[src/rtl/bcpi_pkg.sv]
// Shared types, constants and codes for the cascaded PI buck controller.
`default_nettype none

package bcpi_pkg;

    // Duty limits in Q0.16 and soft-start ramp increment in Q8.8 volts.
    localparam int DUTY_FLOOR = 0;
    localparam int DUTY_CEIL  = 62259;
    localparam int RAMP_STEP  = 1;

    // Duty limits in the Q0.24 working format of the inner loop.
    localparam int DUTY_FLOOR_Q24 = DUTY_FLOOR * 256;
    localparam int DUTY_CEIL_Q24  = DUTY_CEIL * 256;

    // Inner integrator bound, 0.25 in Q0.24.
    localparam int CINT_LIM = 1 << 22;

    // Feedforward ramp*4096/3 = ramp*1365 + floor(ramp/3); the last term
    // uses the reciprocal 43691 / 2^17, exact for every 16-bit ramp value.
    localparam logic [25:0] FF_INT   = 26'd1365;
    localparam logic [23:0] FF_RECIP = 24'd43691;

    // Mode codes.
    localparam logic [1:0] MODE_OFF   = 2'd0;
    localparam logic [1:0] MODE_SOFT  = 2'd1;
    localparam logic [1:0] MODE_RUN   = 2'd2;
    localparam logic [1:0] MODE_FAULT = 2'd3;

    // Fault flag bit positions.
    localparam int FLT_SENSOR  = 0;
    localparam int FLT_OVERCUR = 1;
    localparam int FLT_OVERVOL = 2;
    localparam int FLT_TIMEOUT = 3;

    // Configuration port geometry and register indexes.
    localparam int CFG_IDX_W  = 4;
    localparam int CFG_DATA_W = 32;

    localparam logic [CFG_IDX_W-1:0] CFG_VOLTAGE_TARGET   = 4'd0;
    localparam logic [CFG_IDX_W-1:0] CFG_CURRENT_LIMIT    = 4'd1;
    localparam logic [CFG_IDX_W-1:0] CFG_OV_THRESHOLD     = 4'd2;
    localparam logic [CFG_IDX_W-1:0] CFG_HB_TIMEOUT       = 4'd3;
    localparam logic [CFG_IDX_W-1:0] CFG_VOLTAGE_KP       = 4'd4;
    localparam logic [CFG_IDX_W-1:0] CFG_VOLTAGE_KI       = 4'd5;
    localparam logic [CFG_IDX_W-1:0] CFG_CURRENT_KP       = 4'd6;
    localparam logic [CFG_IDX_W-1:0] CFG_CURRENT_KI       = 4'd7;

    // Register reset values.
    localparam logic [14:0] RST_VOLTAGE_TARGET = 15'd3072;
    localparam logic [14:0] RST_CURRENT_LIMIT  = 15'd2560;
    localparam logic [14:0] RST_OV_THRESHOLD   = 15'd3840;
    localparam logic [31:0] RST_HB_TIMEOUT     = 32'd10000;

    // Operand selection of the shared multiplier.
    typedef enum logic [2:0] {
        MUL_NONE,
        MUL_VP,
        MUL_VI,
        MUL_FF,
        MUL_CP,
        MUL_CI
    } t_mul_sel;

    // Commands from the sequencer to the datapath.
    typedef struct packed {
        logic     capture;
        logic     check;
        t_mul_sel mul_sel;
        logic     outer_sum;
        logic     outer_int;
        logic     feedfwd;
        logic     inner_sum;
        logic     inner_int;
        logic     load_out;
    } t_dp_cmd;

    // Status from the datapath to the sequencer.
    typedef struct packed {
        logic regulate;
    } t_dp_stat;

endpackage

`default_nettype wire

[src/rtl/bcpi_ifs.sv]
// Valid/ready channel interfaces for the tick input and the result output.
`default_nettype none

interface bcpi_in_if;
    logic               valid;
    logic               ready;
    logic signed [15:0] measured_voltage;
    logic signed [15:0] measured_current;
    logic               sensor_ok;
    logic               heartbeat;
    logic               enable;
    logic               clear_request;

    modport source (
        output valid, measured_voltage, measured_current, sensor_ok, heartbeat,
               enable, clear_request,
        input  ready
    );
    modport sink (
        input  valid, measured_voltage, measured_current, sensor_ok, heartbeat,
               enable, clear_request,
        output ready
    );
endinterface

interface bcpi_out_if;
    logic        valid;
    logic        ready;
    logic [15:0] duty_cycle;
    logic [1:0]  mode;
    logic [3:0]  fault_flags;
    logic [14:0] current_setpoint;

    modport source (
        output valid, duty_cycle, mode, fault_flags, current_setpoint,
        input  ready
    );
    modport sink (
        input  valid, duty_cycle, mode, fault_flags, current_setpoint,
        output ready
    );
endinterface

`default_nettype wire

[src/rtl/bcpi_ctrl.sv]
// Sequencer that steps the datapath through one control tick.
`default_nettype none

module bcpi_ctrl (
    input  wire logic             i_clk,
    input  wire logic             i_rst_n,
    input  wire logic             i_in_valid,
    output logic                  o_in_ready,
    output logic                  o_out_valid,
    input  wire logic             i_out_ready,
    output bcpi_pkg::t_dp_cmd     o_cmd,
    input  wire bcpi_pkg::t_dp_stat i_stat
);
    import bcpi_pkg::*;

    typedef enum logic [3:0] {
        ST_IDLE,
        ST_CHECK,
        ST_VP,
        ST_VI,
        ST_VUPD,
        ST_CP,
        ST_CI,
        ST_CUPD,
        ST_DONE
    } t_state;

    t_state r_state, n_state;
    logic   r_out_valid, n_out_valid;
    logic   w_accept;
    logic   w_out_free;

    assign o_in_ready  = (r_state == ST_IDLE);
    assign o_out_valid = r_out_valid;
    assign w_accept    = i_in_valid && (r_state == ST_IDLE);
    assign w_out_free  = !r_out_valid || i_out_ready;

    // Next state and command decode.
    always_comb begin
        n_state     = r_state;
        n_out_valid = r_out_valid && !i_out_ready;
        o_cmd       = '0;
        o_cmd.mul_sel = MUL_NONE;
        unique case (r_state)
            ST_IDLE: begin
                if (w_accept) begin
                    o_cmd.capture = 1'b1;
                    n_state       = ST_CHECK;
                end
            end
            ST_CHECK: begin
                o_cmd.check = 1'b1;
                n_state     = i_stat.regulate ? ST_VP : ST_DONE;
            end
            ST_VP: begin
                o_cmd.mul_sel = MUL_VP;
                n_state       = ST_VI;
            end
            ST_VI: begin
                o_cmd.mul_sel   = MUL_VI;
                o_cmd.outer_sum = 1'b1;
                n_state         = ST_VUPD;
            end
            ST_VUPD: begin
                o_cmd.mul_sel   = MUL_FF;
                o_cmd.outer_int = 1'b1;
                n_state         = ST_CP;
            end
            ST_CP: begin
                o_cmd.mul_sel = MUL_CP;
                o_cmd.feedfwd = 1'b1;
                n_state       = ST_CI;
            end
            ST_CI: begin
                o_cmd.mul_sel   = MUL_CI;
                o_cmd.inner_sum = 1'b1;
                n_state         = ST_CUPD;
            end
            ST_CUPD: begin
                o_cmd.inner_int = 1'b1;
                n_state         = ST_DONE;
            end
            ST_DONE: begin
                if (w_out_free) begin
                    o_cmd.load_out = 1'b1;
                    n_out_valid    = 1'b1;
                    n_state        = ST_IDLE;
                end
            end
            default: begin
                n_state = ST_IDLE;
            end
        endcase
    end

    // State and output valid register.
    always_ff @(posedge i_clk) begin
        if (!i_rst_n) begin
            r_state     <= ST_IDLE;
            r_out_valid <= 1'b0;
        end else begin
            r_state     <= n_state;
            r_out_valid <= n_out_valid;
        end
    end

endmodule

`default_nettype wire

[src/rtl/bcpi_dp.sv]
// Datapath: registers, fault logic, shared multiplier and both PI loops.
`default_nettype none

module bcpi_dp (
    input  wire logic                               i_clk,
    input  wire logic                               i_rst_n,
    input  wire logic                               i_cfg_we,
    input  wire logic [bcpi_pkg::CFG_IDX_W-1:0]     i_cfg_idx,
    input  wire logic [bcpi_pkg::CFG_DATA_W-1:0]    i_cfg_data,
    input  wire logic signed [15:0]                 i_vout,
    input  wire logic signed [15:0]                 i_iout,
    input  wire logic                               i_sensor_ok,
    input  wire logic                               i_heartbeat,
    input  wire logic                               i_enable,
    input  wire logic                               i_clear,
    input  wire bcpi_pkg::t_dp_cmd                  i_cmd,
    output bcpi_pkg::t_dp_stat                      o_stat,
    output logic [15:0]                             o_duty,
    output logic [1:0]                              o_mode,
    output logic [3:0]                              o_flags,
    output logic [14:0]                             o_cref
);
    import bcpi_pkg::*;

    localparam logic signed [42:0] DMIN_S  = 43'(DUTY_FLOOR_Q24);
    localparam logic signed [42:0] DMAX_S  = 43'(DUTY_CEIL_Q24);
    localparam logic signed [42:0] CLIM_HI = 43'(CINT_LIM);
    localparam logic signed [42:0] CLIM_LO = -43'(CINT_LIM);
    localparam logic [23:0]        DMIN_U  = 24'(DUTY_FLOOR_Q24);
    localparam logic [23:0]        DMAX_U  = 24'(DUTY_CEIL_Q24);

    // Configuration registers.
    logic [14:0] r_vtgt, r_lim, r_ovt;
    logic [31:0] r_hbto;
    logic [15:0] r_kpv, r_kpi;
    logic [23:0] r_kiv, r_kii;

    // Captured tick word.
    logic signed [15:0] r_vout, r_iout;
    logic               r_sensor, r_beat, r_enable, r_clear;

    // Controller state.
    logic [1:0]         r_mode;
    logic [3:0]         r_flt;
    logic [31:0]        r_age;
    logic [15:0]        r_ramp;
    logic [14:0]        r_cref;
    logic [22:0]        r_vint;
    logic signed [23:0] r_cint;
    logic [15:0]        r_duty;

    // Intermediate results.
    logic signed [42:0] r_prod;
    logic [22:0]        r_vsum;
    logic [25:0]        r_ff;
    logic [23:0]        r_csum;

    // Output word.
    logic [15:0] r_o_duty;
    logic [1:0]  r_o_mode;
    logic [3:0]  r_o_flags;
    logic [14:0] r_o_cref;

    // Fault detection and clear qualification.
    logic [31:0]        w_age;
    logic               w_timeout;
    logic [3:0]         w_det, w_flt;
    logic signed [23:0] w_i100, w_l108;
    logic signed [19:0] w_i5;
    logic               w_clear_ok;

    assign w_age = r_beat ? 32'd0 :
                   ((r_age != '1) ? r_age + 32'd1 : r_age);
    assign w_timeout = (w_age > r_hbto);
    assign w_i100    = 24'(r_iout) * 24'sd100;
    assign w_l108    = $signed({9'd0, r_lim}) * 24'sd108;
    assign w_i5      = 20'(r_iout) * 20'sd5;

    always_comb begin
        w_det              = '0;
        w_det[FLT_SENSOR]  = !r_sensor;
        w_det[FLT_OVERCUR] = (w_i100 > w_l108);
        w_det[FLT_OVERVOL] = (r_vout > $signed({1'b0, r_ovt}));
        w_det[FLT_TIMEOUT] = w_timeout;
    end

    assign w_flt      = r_flt | w_det;
    assign w_clear_ok = r_clear && r_sensor && (w_i5 < $signed({5'd0, r_lim})) &&
                        ($signed({r_vout, 1'b0}) < $signed({2'b00, r_vtgt})) &&
                        !w_timeout;
    assign o_stat.regulate = (w_flt == 4'd0) && r_enable;

    // Soft-start ramp and mode progression.
    logic [1:0]  w_mode0, w_mode_n;
    logic [16:0] w_rinc;
    logic [15:0] w_ramp_n;

    always_comb begin
        w_mode0  = (r_mode == MODE_OFF) ? MODE_SOFT : r_mode;
        w_mode_n = w_mode0;
        w_rinc   = {1'b0, r_ramp} + 17'(RAMP_STEP);
        w_ramp_n = {1'b0, r_vtgt};
        if (w_mode0 == MODE_SOFT) begin
            if (w_rinc >= {2'b00, r_vtgt}) begin
                w_mode_n = MODE_RUN;
            end else begin
                w_ramp_n = w_rinc[15:0];
            end
        end
    end

    // Loop errors.
    logic signed [17:0] w_verr, w_cerr;

    assign w_verr = $signed({2'b00, r_ramp}) - 18'(r_vout);
    assign w_cerr = $signed({3'b000, r_cref}) - 18'(r_iout);

    // Shared multiplier, 25 by 18 bits signed.
    logic [23:0]        w_ma;
    logic signed [17:0] w_mb;
    logic signed [42:0] w_prod;

    always_comb begin
        case (i_cmd.mul_sel)
            MUL_VP: begin
                w_ma = {8'd0, r_kpv};
                w_mb = w_verr;
            end
            MUL_VI: begin
                w_ma = r_kiv;
                w_mb = w_verr;
            end
            MUL_FF: begin
                w_ma = FF_RECIP;
                w_mb = $signed({2'b00, r_ramp});
            end
            MUL_CP: begin
                w_ma = {8'd0, r_kpi};
                w_mb = w_cerr;
            end
            MUL_CI: begin
                w_ma = r_kii;
                w_mb = w_cerr;
            end
            default: begin
                w_ma = '0;
                w_mb = '0;
            end
        endcase
    end

    assign w_prod = $signed({19'd0, w_ma}) * 43'(w_mb);

    // Outer loop sum and integrator, Q8.16 amps.
    logic [22:0]        w_lim16;
    logic signed [42:0] w_lim16_s, w_vsum_raw, w_vi_raw;
    logic [22:0]        w_vsum_c, w_vi_c;
    logic               w_vcond;

    assign w_lim16    = {r_lim, 8'd0};
    assign w_lim16_s  = $signed({20'd0, w_lim16});
    assign w_vsum_raw = (r_prod >>> 4) + $signed({20'd0, r_vint});
    assign w_vi_raw   = (r_prod >>> 16) + $signed({20'd0, r_vint});

    always_comb begin
        if (w_vsum_raw < 43'sd0) begin
            w_vsum_c = '0;
        end else if (w_vsum_raw > w_lim16_s) begin
            w_vsum_c = w_lim16;
        end else begin
            w_vsum_c = w_vsum_raw[22:0];
        end
        if (w_vi_raw < 43'sd0) begin
            w_vi_c = '0;
        end else if (w_vi_raw > w_lim16_s) begin
            w_vi_c = w_lim16;
        end else begin
            w_vi_c = w_vi_raw[22:0];
        end
    end

    assign w_vcond = ((r_vsum != 23'd0) && (r_vsum < w_lim16)) ||
                     ((r_vsum >= w_lim16) && w_verr[17]) ||
                     ((r_vsum == 23'd0) && !w_verr[17] && (w_verr != 18'sd0));

    // Feedforward ramp*4096/3 in Q0.24 duty.
    logic [25:0] w_ff;

    assign w_ff = (26'(r_ramp) * FF_INT) + r_prod[42:17];

    // Inner loop sum and integrator, Q0.24 duty.
    logic signed [42:0] w_csum_raw, w_ci_raw;
    logic [23:0]        w_csum_c;
    logic signed [23:0] w_ci_c;
    logic               w_ccond;

    assign w_csum_raw = $signed({17'd0, r_ff}) + (r_prod <<< 4) + 43'(r_cint);
    assign w_ci_raw   = 43'(r_cint) + (r_prod >>> 8);

    always_comb begin
        if (w_csum_raw < DMIN_S) begin
            w_csum_c = DMIN_U;
        end else if (w_csum_raw > DMAX_S) begin
            w_csum_c = DMAX_U;
        end else begin
            w_csum_c = w_csum_raw[23:0];
        end
        if (w_ci_raw < CLIM_LO) begin
            w_ci_c = CLIM_LO[23:0];
        end else if (w_ci_raw > CLIM_HI) begin
            w_ci_c = CLIM_HI[23:0];
        end else begin
            w_ci_c = w_ci_raw[23:0];
        end
    end

    assign w_ccond = ((r_csum > DMIN_U) && (r_csum < DMAX_U)) ||
                     ((r_csum >= DMAX_U) && w_cerr[17]) ||
                     ((r_csum <= DMIN_U) && !w_cerr[17] && (w_cerr != 18'sd0));

    // Configuration registers.
    always_ff @(posedge i_clk) begin
        if (!i_rst_n) begin
            r_vtgt <= RST_VOLTAGE_TARGET;
            r_lim  <= RST_CURRENT_LIMIT;
            r_ovt  <= RST_OV_THRESHOLD;
            r_hbto <= RST_HB_TIMEOUT;
            r_kpv  <= '0;
            r_kiv  <= '0;
            r_kpi  <= '0;
            r_kii  <= '0;
        end else if (i_cfg_we) begin
            unique case (i_cfg_idx)
                CFG_VOLTAGE_TARGET: r_vtgt <= i_cfg_data[14:0];
                CFG_CURRENT_LIMIT:  r_lim  <= i_cfg_data[14:0];
                CFG_OV_THRESHOLD:   r_ovt  <= i_cfg_data[14:0];
                CFG_HB_TIMEOUT:     r_hbto <= i_cfg_data;
                CFG_VOLTAGE_KP:     r_kpv  <= i_cfg_data[15:0];
                CFG_VOLTAGE_KI:     r_kiv  <= i_cfg_data[23:0];
                CFG_CURRENT_KP:     r_kpi  <= i_cfg_data[15:0];
                CFG_CURRENT_KI:     r_kii  <= i_cfg_data[23:0];
                default: begin
                end
            endcase
        end
    end

    // Captured tick word, product and intermediate sums.
    always_ff @(posedge i_clk) begin
        if (i_cmd.capture) begin
            r_vout   <= i_vout;
            r_iout   <= i_iout;
            r_sensor <= i_sensor_ok;
            r_beat   <= i_heartbeat;
            r_enable <= i_enable;
            r_clear  <= i_clear;
        end
        r_prod <= w_prod;
        if (i_cmd.outer_sum) begin
            r_vsum <= w_vsum_c;
        end
        if (i_cmd.feedfwd) begin
            r_ff <= w_ff;
        end
        if (i_cmd.inner_sum) begin
            r_csum <= w_csum_c;
        end
        if (i_cmd.load_out) begin
            r_o_duty  <= r_duty;
            r_o_mode  <= r_mode;
            r_o_flags <= r_flt;
            r_o_cref  <= r_cref;
        end
    end

    // Controller state update.
    always_ff @(posedge i_clk) begin
        if (!i_rst_n) begin
            r_mode <= MODE_OFF;
            r_flt  <= '0;
            r_age  <= '0;
            r_ramp <= '0;
            r_cref <= '0;
            r_vint <= '0;
            r_cint <= '0;
            r_duty <= '0;
        end else begin
            if (i_cmd.check) begin
                r_age <= w_age;
                r_flt <= w_flt;
                if (w_flt != 4'd0) begin
                    r_mode <= MODE_FAULT;
                    r_duty <= '0;
                    r_cref <= '0;
                    r_cint <= '0;
                    if (w_clear_ok) begin
                        r_flt  <= '0;
                        r_mode <= MODE_OFF;
                        r_ramp <= '0;
                        r_vint <= '0;
                    end
                end else if (!r_enable) begin
                    r_mode <= MODE_OFF;
                    r_ramp <= '0;
                    r_cref <= '0;
                    r_vint <= '0;
                    r_cint <= '0;
                    r_duty <= '0;
                end else begin
                    r_mode <= w_mode_n;
                    r_ramp <= w_ramp_n;
                end
            end
            if (i_cmd.outer_sum) begin
                r_cref <= w_vsum_c[22:8];
            end
            if (i_cmd.outer_int && w_vcond) begin
                r_vint <= w_vi_c;
            end
            if (i_cmd.inner_sum) begin
                r_duty <= w_csum_c[23:8];
            end
            if (i_cmd.inner_int && w_ccond) begin
                r_cint <= w_ci_c;
            end
        end
    end

    assign o_duty  = r_o_duty;
    assign o_mode  = r_o_mode;
    assign o_flags = r_o_flags;
    assign o_cref  = r_o_cref;

endmodule

`default_nettype wire

[src/rtl/buck_cascaded_pi_controller_unit.sv]
// Top level of the cascaded voltage/current PI controller for a buck converter.
// Each input word is one control tick and yields exactly one result word. A tick
// that regulates (enabled, no fault latched) steps through the check, outer Kp,
// outer Ki, outer update, inner Kp, inner Ki, inner update and done states, because
// the outer and inner loops share one 25x18-bit multiplier that is used five times
// in turn (outer Kp and Ki, feedforward divide by three, inner Kp and Ki); an off or
// faulted tick goes from the check state straight to done. One tick is in work at
// a time; a result waits in an output register, so the next tick can be taken while
// it does. Registers are to be written by the user through the write port only
// while no tick is in flight; the block itself does not enforce this.
`default_nettype none

module buck_cascaded_pi_controller_unit (
    input  wire logic                               i_clk,
    input  wire logic                               i_rst_n,
    input  wire logic                               i_cfg_we,
    input  wire logic [bcpi_pkg::CFG_IDX_W-1:0]     i_cfg_idx,
    input  wire logic [bcpi_pkg::CFG_DATA_W-1:0]    i_cfg_data,
    bcpi_in_if.sink                                 i_in_ch,
    bcpi_out_if.source                              o_out_ch
);
    import bcpi_pkg::*;

    t_dp_cmd  w_cmd;
    t_dp_stat w_stat;

    // Tick sequencer.
    bcpi_ctrl u_ctrl (
        .i_clk       (i_clk),
        .i_rst_n     (i_rst_n),
        .i_in_valid  (i_in_ch.valid),
        .o_in_ready  (i_in_ch.ready),
        .o_out_valid (o_out_ch.valid),
        .i_out_ready (o_out_ch.ready),
        .o_cmd       (w_cmd),
        .i_stat      (w_stat)
    );

    // Arithmetic and state.
    bcpi_dp u_dp (
        .i_clk       (i_clk),
        .i_rst_n     (i_rst_n),
        .i_cfg_we    (i_cfg_we),
        .i_cfg_idx   (i_cfg_idx),
        .i_cfg_data  (i_cfg_data),
        .i_vout      (i_in_ch.measured_voltage),
        .i_iout      (i_in_ch.measured_current),
        .i_sensor_ok (i_in_ch.sensor_ok),
        .i_heartbeat (i_in_ch.heartbeat),
        .i_enable    (i_in_ch.enable),
        .i_clear     (i_in_ch.clear_request),
        .i_cmd       (w_cmd),
        .o_stat      (w_stat),
        .o_duty      (o_out_ch.duty_cycle),
        .o_mode      (o_out_ch.mode),
        .o_flags     (o_out_ch.fault_flags),
        .o_cref      (o_out_ch.current_setpoint)
    );

endmodule

`default_nettype wire

[src/flat_wrapper.sv]
// flat-port wrapper written by rule: the top's interface ports become plain ports
module buck_cascaded_pi_controller_unit_flat import bcpi_pkg::*;
  (i_clk, i_rst_n, i_cfg_we, i_cfg_idx, i_cfg_data, i_in_ch_valid, i_in_ch_measured_voltage, i_in_ch_measured_current, i_in_ch_sensor_ok, i_in_ch_heartbeat, i_in_ch_enable, i_in_ch_clear_request, i_in_ch_ready, o_out_ch_valid, o_out_ch_duty_cycle, o_out_ch_mode, o_out_ch_fault_flags, o_out_ch_current_setpoint, o_out_ch_ready);
  bcpi_in_if i_in_ch_i ();
  bcpi_out_if o_out_ch_i ();
  input  wire logic i_clk;
  input  wire logic i_rst_n;
  input  wire logic i_cfg_we;
  input  wire logic [bcpi_pkg::CFG_IDX_W-1:0] i_cfg_idx;
  input  wire logic [bcpi_pkg::CFG_DATA_W-1:0] i_cfg_data;
  input wire logic [$bits(i_in_ch_i.valid)-1:0] i_in_ch_valid;
  input wire logic [$bits(i_in_ch_i.measured_voltage)-1:0] i_in_ch_measured_voltage;
  input wire logic [$bits(i_in_ch_i.measured_current)-1:0] i_in_ch_measured_current;
  input wire logic [$bits(i_in_ch_i.sensor_ok)-1:0] i_in_ch_sensor_ok;
  input wire logic [$bits(i_in_ch_i.heartbeat)-1:0] i_in_ch_heartbeat;
  input wire logic [$bits(i_in_ch_i.enable)-1:0] i_in_ch_enable;
  input wire logic [$bits(i_in_ch_i.clear_request)-1:0] i_in_ch_clear_request;
  output wire logic [$bits(i_in_ch_i.ready)-1:0] i_in_ch_ready;
  output wire logic [$bits(o_out_ch_i.valid)-1:0] o_out_ch_valid;
  output wire logic [$bits(o_out_ch_i.duty_cycle)-1:0] o_out_ch_duty_cycle;
  output wire logic [$bits(o_out_ch_i.mode)-1:0] o_out_ch_mode;
  output wire logic [$bits(o_out_ch_i.fault_flags)-1:0] o_out_ch_fault_flags;
  output wire logic [$bits(o_out_ch_i.current_setpoint)-1:0] o_out_ch_current_setpoint;
  input wire logic [$bits(o_out_ch_i.ready)-1:0] o_out_ch_ready;
  assign i_in_ch_i.valid = i_in_ch_valid;
  assign i_in_ch_i.measured_voltage = i_in_ch_measured_voltage;
  assign i_in_ch_i.measured_current = i_in_ch_measured_current;
  assign i_in_ch_i.sensor_ok = i_in_ch_sensor_ok;
  assign i_in_ch_i.heartbeat = i_in_ch_heartbeat;
  assign i_in_ch_i.enable = i_in_ch_enable;
  assign i_in_ch_i.clear_request = i_in_ch_clear_request;
  assign i_in_ch_ready = i_in_ch_i.ready;
  assign o_out_ch_valid = o_out_ch_i.valid;
  assign o_out_ch_duty_cycle = o_out_ch_i.duty_cycle;
  assign o_out_ch_mode = o_out_ch_i.mode;
  assign o_out_ch_fault_flags = o_out_ch_i.fault_flags;
  assign o_out_ch_current_setpoint = o_out_ch_i.current_setpoint;
  assign o_out_ch_i.ready = o_out_ch_ready;
  buck_cascaded_pi_controller_unit u_core (.i_clk(i_clk), .i_rst_n(i_rst_n), .i_cfg_we(i_cfg_we), .i_cfg_idx(i_cfg_idx), .i_cfg_data(i_cfg_data), .i_in_ch(i_in_ch_i), .o_out_ch(o_out_ch_i));
endmodule
[config.mk]
export PLATFORM = sky130hd
export DESIGN_NAME = buck_cascaded_pi_controller_unit_flat
export DESIGN_NICKNAME = d
export VERILOG_FILES = /design/src/rtl/bcpi_pkg.sv /design/src/rtl/bcpi_ifs.sv /design/src/rtl/bcpi_ctrl.sv /design/src/rtl/bcpi_dp.sv /design/src/rtl/buck_cascaded_pi_controller_unit.sv /design/src/flat_wrapper.sv
export SDC_FILE = /design/constraint.sdc
export NUM_CORES = 2
export LEC_CHECK = 0
export BUFFER_PORTS_ARGS = -buffer_cell sky130_fd_sc_hd__buf_2
export CAP_MARGIN = 20
export CORE_UTILIZATION = 50
export CTS_BUF_LIST = sky130_fd_sc_hd__clkbuf_8
export DETAILED_ROUTE_END_ITERATION = 10
export GPL_TIMING_DRIVEN = 1
export PLACE_DENSITY_LB_ADDON = 0.3
export SYNTH_ARGS = -nofsm -noshare
export SYNTH_HDL_FRONTEND = slang
export SYNTH_SLANG_ARGS = --single-unit
[constraint.sdc]
create_clock -name i_clk -period 20.1 [get_ports i_clk]
set_clock_uncertainty 0.2 [all_clocks]
set_input_delay 2.01 -clock i_clk [delete_from_list [all_inputs] [get_ports i_clk]]
set_output_delay 2.01 -clock i_clk [all_outputs]
set_load 0.03 [all_outputs]
==> results.sh <==
export IMPL_outcome="finished clean"
export IMPL_ctsHoldBuffers=0
export IMPL_ys_ff_latch=483
export IMPL_grt_start_max_net_pins=159
export IMPL_via_count=45800
export IMPL_max_freq_mhz=92.2
export IMPL_fin_crit_ns=10.85
export IMPL_final_setup_tns_ns=0
export IMPL_rsz0062_at_grt="no"
export IMPL_cts_repair_resized=0
export IMPL_ys_async_sr_fraction_pct=0
export IMPL_htreeDepth=3
export IMPL_layout_drive_gt1_share_pct=6.18
export IMPL_power_leakage_nw=27.5
export IMPL_hp_class="reg2reg"
export IMPL_slew_headroom_pct=21.2
export IMPL_cellPowerDensity_nw_per_um2=46.6
export IMPL_final_hold_viol_count=0
export IMPL_dieArea_um2=109000
export IMPL_crit_arrival_ns=11.34
export IMPL_cp_slowest_cell="dfxtp_1"
export IMPL_drc=0
export IMPL_clk_pin_slew_ns=0.08
export IMPL_yosys_top_cells_count="inv_1 (917), nand2_1 (873), ha_1 (681)"
export IMPL_maxCapViolations=0
export IMPL_drt_iter0_markers=3810
export IMPL_nFillCells=9715
export IMPL_tightest_slew_ns=1.17
export IMPL_ys_warn_count=0
export IMPL_cts_root_buf="clkbuf_8"
export IMPL_postLayoutCellArea_um2=58000
export IMPL_grt_pass1_wl_mm=252
export IMPL_row_count=119
export IMPL_peakVddDrop_uv=57.5
export IMPL_wl_mm=162
export IMPL_seq_area_um2=11100
export IMPL_fp_dieW_um=330
export IMPL_path_class="reg2reg"
export IMPL_setup_viol=0
export IMPL_ff2ff_path_depth=36
export IMPL_min_path_cells=0
export IMPL_yosysTopAreaCell="fa_1"
export IMPL_avgViaCountPerCell=5.84
export IMPL_cts_buffer_depth=3
export IMPL_synth_top_area_share_pct=18.4
export IMPL_reg2reg_slack_ns=9.25
export IMPL_syn2layout_area_growth_pct=7.81
export IMPL_min_to="u_core.u_dp.o_duty[0]"
export IMPL_cpPeakStageDelay_ns=0.65
export IMPL_required_ns=20.59
export IMPL_crit_top_cell="fa_1"
export IMPL_cts_sinks=483
export IMPL_drv_slew=0
export IMPL_initial_utilization_pct=50.8
export IMPL_syn_area_per_cell_um2=8.52
export IMPL_overflow=0
export IMPL_gp_congestion=0.995
export IMPL_ys_seq_area_share_pct=20.7
export IMPL_core_area_um2=106000
export IMPL_synth_area_leaders="fa_1 (18%), ha_1 (16%), dfxtp_1 (13%)"
export IMPL_r2r_start="u_core.u_dp.r_ramp[1]"
export IMPL_place_area_um2=55900
export IMPL_multiInputGateArea_um2=38400
export IMPL_clk_latency_ns=0.78
export IMPL_ys_types=95
export IMPL_first_pass_iters=6
export IMPL_antenna_found_initial=7
export IMPL_min_from="u_core.u_dp.r_duty[0]"
export IMPL_grt_pass1_vias=45100
export IMPL_post_route_period_util_pct=54.0
export IMPL_die_y_um=330
export IMPL_wire_per_inst_um=20.6
export IMPL_cts_tree="built"
export IMPL_ant_nets=0
export IMPL_start_kind="register"
export IMPL_syn_inst=6315
export IMPL_syn_area_um2=53800
export IMPL_io_pins=116
export IMPL_crit_path_end_kind="register"
export IMPL_grt_use_total_pct=29.8
export IMPL_post_dp_hpwl_mm=127
export IMPL_layout_nets=7618
export IMPL_synth_main_ff_cell="dfxtp_1"
export IMPL_syn_num_nets=7568
export IMPL_cp_max_fo=16
export IMPL_port_buffers=115
export IMPL_post_cts_buffers=0
export IMPL_cts_buffers=88
export IMPL_yosys_cell_count_top_type="inv_1"
export IMPL_synth_edff_count=146
export IMPL_reg2reg_to="u_core.u_dp.r_prod[36]"
final cells by class:
type,instances,area share [%]
well taps,1391,3.00
inverters,919,5.95
clock buffers,108,2.56
diodes,3,0.0129
flip-flops and latches,483,19.2
clock inverters,57,1.03
repair buffers,195,2.11
multi-input cells,4678,66.1
per-layer routing:
layer | up-vias | share of wire, % | GRT usage [%]
met4 | 6 | 4.2 | 12.1
li1 | 21400 | - | -
met3 | 350 | 8.0 | 5.33
met2 | 1796 | 45 | 48.1
met5 | - | 0.026 | 0
met1 | 22200 | 43 | 39.6
registers in the layout, indices dropped and copies added (netlist names), 16 cells and up:
register and count:
u_core.u_dp.r_kiv 24, u_core.u_dp.r_csum 24, u_core.u_dp.r_kii 24, u_core.u_dp.r_iout 16, u_core.u_dp.r_hbto 32, u_core.u_dp.r_age 32
u_core.u_dp.r_duty 16, u_core.u_dp.r_vout 16, u_core.u_dp.r_prod 43, u_core.u_dp.r_kpv 16, u_core.u_dp.r_kpi 16, u_core.u_dp.r_cint 24
u_core.u_dp.r_vint 23, u_core.u_dp.r_vsum 23, u_core.u_dp.r_ff 26, u_core.u_dp.r_ramp 16, u_core.u_dp.o_duty 16
power breakdown:
part           internal (mW)  leakage (nW)  switching, mW  total [mW]
Clock                  0.627          1.17          0.476        1.10
Combinational          0.223          22.3          0.333       0.556
Sequential              1.02          4.07         0.0210        1.04
Total                   1.87          27.5          0.830        2.70
worst max path at each step:
stage / startpoint / to / slack [ns] / depth (start not counted)
finish: u_core.u_dp.r_ramp[1] / u_core.u_dp.r_prod[36] / 9.25 / 36
floorplan: u_core.u_dp.r_ramp[0] / u_core.u_dp.r_prod[36] / 10.86 / 36
CTS: u_core.u_dp.r_ramp[1] / u_core.u_dp.r_prod[36] / 9.41 / 36
detailed placement: u_core.u_dp.r_ramp[1] / u_core.u_dp.r_prod[36] / 9.46 / 36
global placement: u_core.u_dp.r_ramp[1] / u_core.u_dp.r_prod[36] / 9.60 / 36
global route: u_core.u_dp.r_ramp[1] / u_core.u_dp.r_prod[36] / 8.48 / 36
critical path, delay by kind of cell, from the launching register on:
kind | cells | cell delay (ns)
adders and majority gates | 8 | 3.82
AOI/OAI and AO/OA | 14 | 3.86
muxes | 1 | 0.21
buffers and inverters | 5 | 0.83
and+or+nand+nor | 7 | 1.04
DFF | 1 | 0.65
xor gates and xnor gates | 1 | 0.13
cells by family after synthesis:
| family | synth area share, % |
|---|---|
| AO/OA/AOI/OAI | 15.1 |
| XOR/XNOR | 4.00 |
| multiplexers | 1.66 |
| adder cells (fa/ha/maj) | 34.2 |
| AND/OR/NAND/NOR | 16.1 |
| buffers and inverters | 8.15 |
| flip-flops | 20.7 |
cells in the final DEF, fill, tap and decap left out, types with 61 or more instances in the layout:
| cell type | Yosys | layout |
|---|---|---|
| nand2_1 | 873 | 873 |
| nor2_1 | 384 | 383 |
| fa_1 | 495 | 495 |
| o21ai_0 | 234 | 234 |
| xnor2_1 | 165 | 165 |
| nor3_1 | 70 | 68 |
| dfxtp_1 | 337 | 337 |
| edfxtp_1 | 146 | 146 |
| nor2b_1 | 66 | 65 |
| buf_4 | 4 | 74 |
| and2_1 | 61 | 61 |
| nand4_1 | 74 | 74 |
| nand3_1 | 98 | 98 |
| inv_1 | 917 | 945 |
| a21oi_1 | 429 | 429 |
| xor2_1 | 81 | 81 |
| clkbuf_8 | 0 | 108 |
| buf_2 | 11 | 116 |
| ha_1 | 681 | 681 |
| a21o_1 | 111 | 111 |
| mux2i_1 | 85 | 85 |
metrics by stage:
stage                     utilization (%)  power (mW)  setup slack, ns  cells  hold slack, ns
after floorplan                         -        1.45            10.86   6315           0.202
after global placement               52.7        1.59             9.60   7661           0.219
after detailed placement             52.7        1.60             9.46   7662           0.217
after CTS                            54.7        2.71             9.41   7827           0.171
after global routing                 54.7        2.82             8.48   7833           0.196
final                                54.7        2.70             9.25   7834           0.182
No activity file was read; power rests on OpenSTA's default activity.
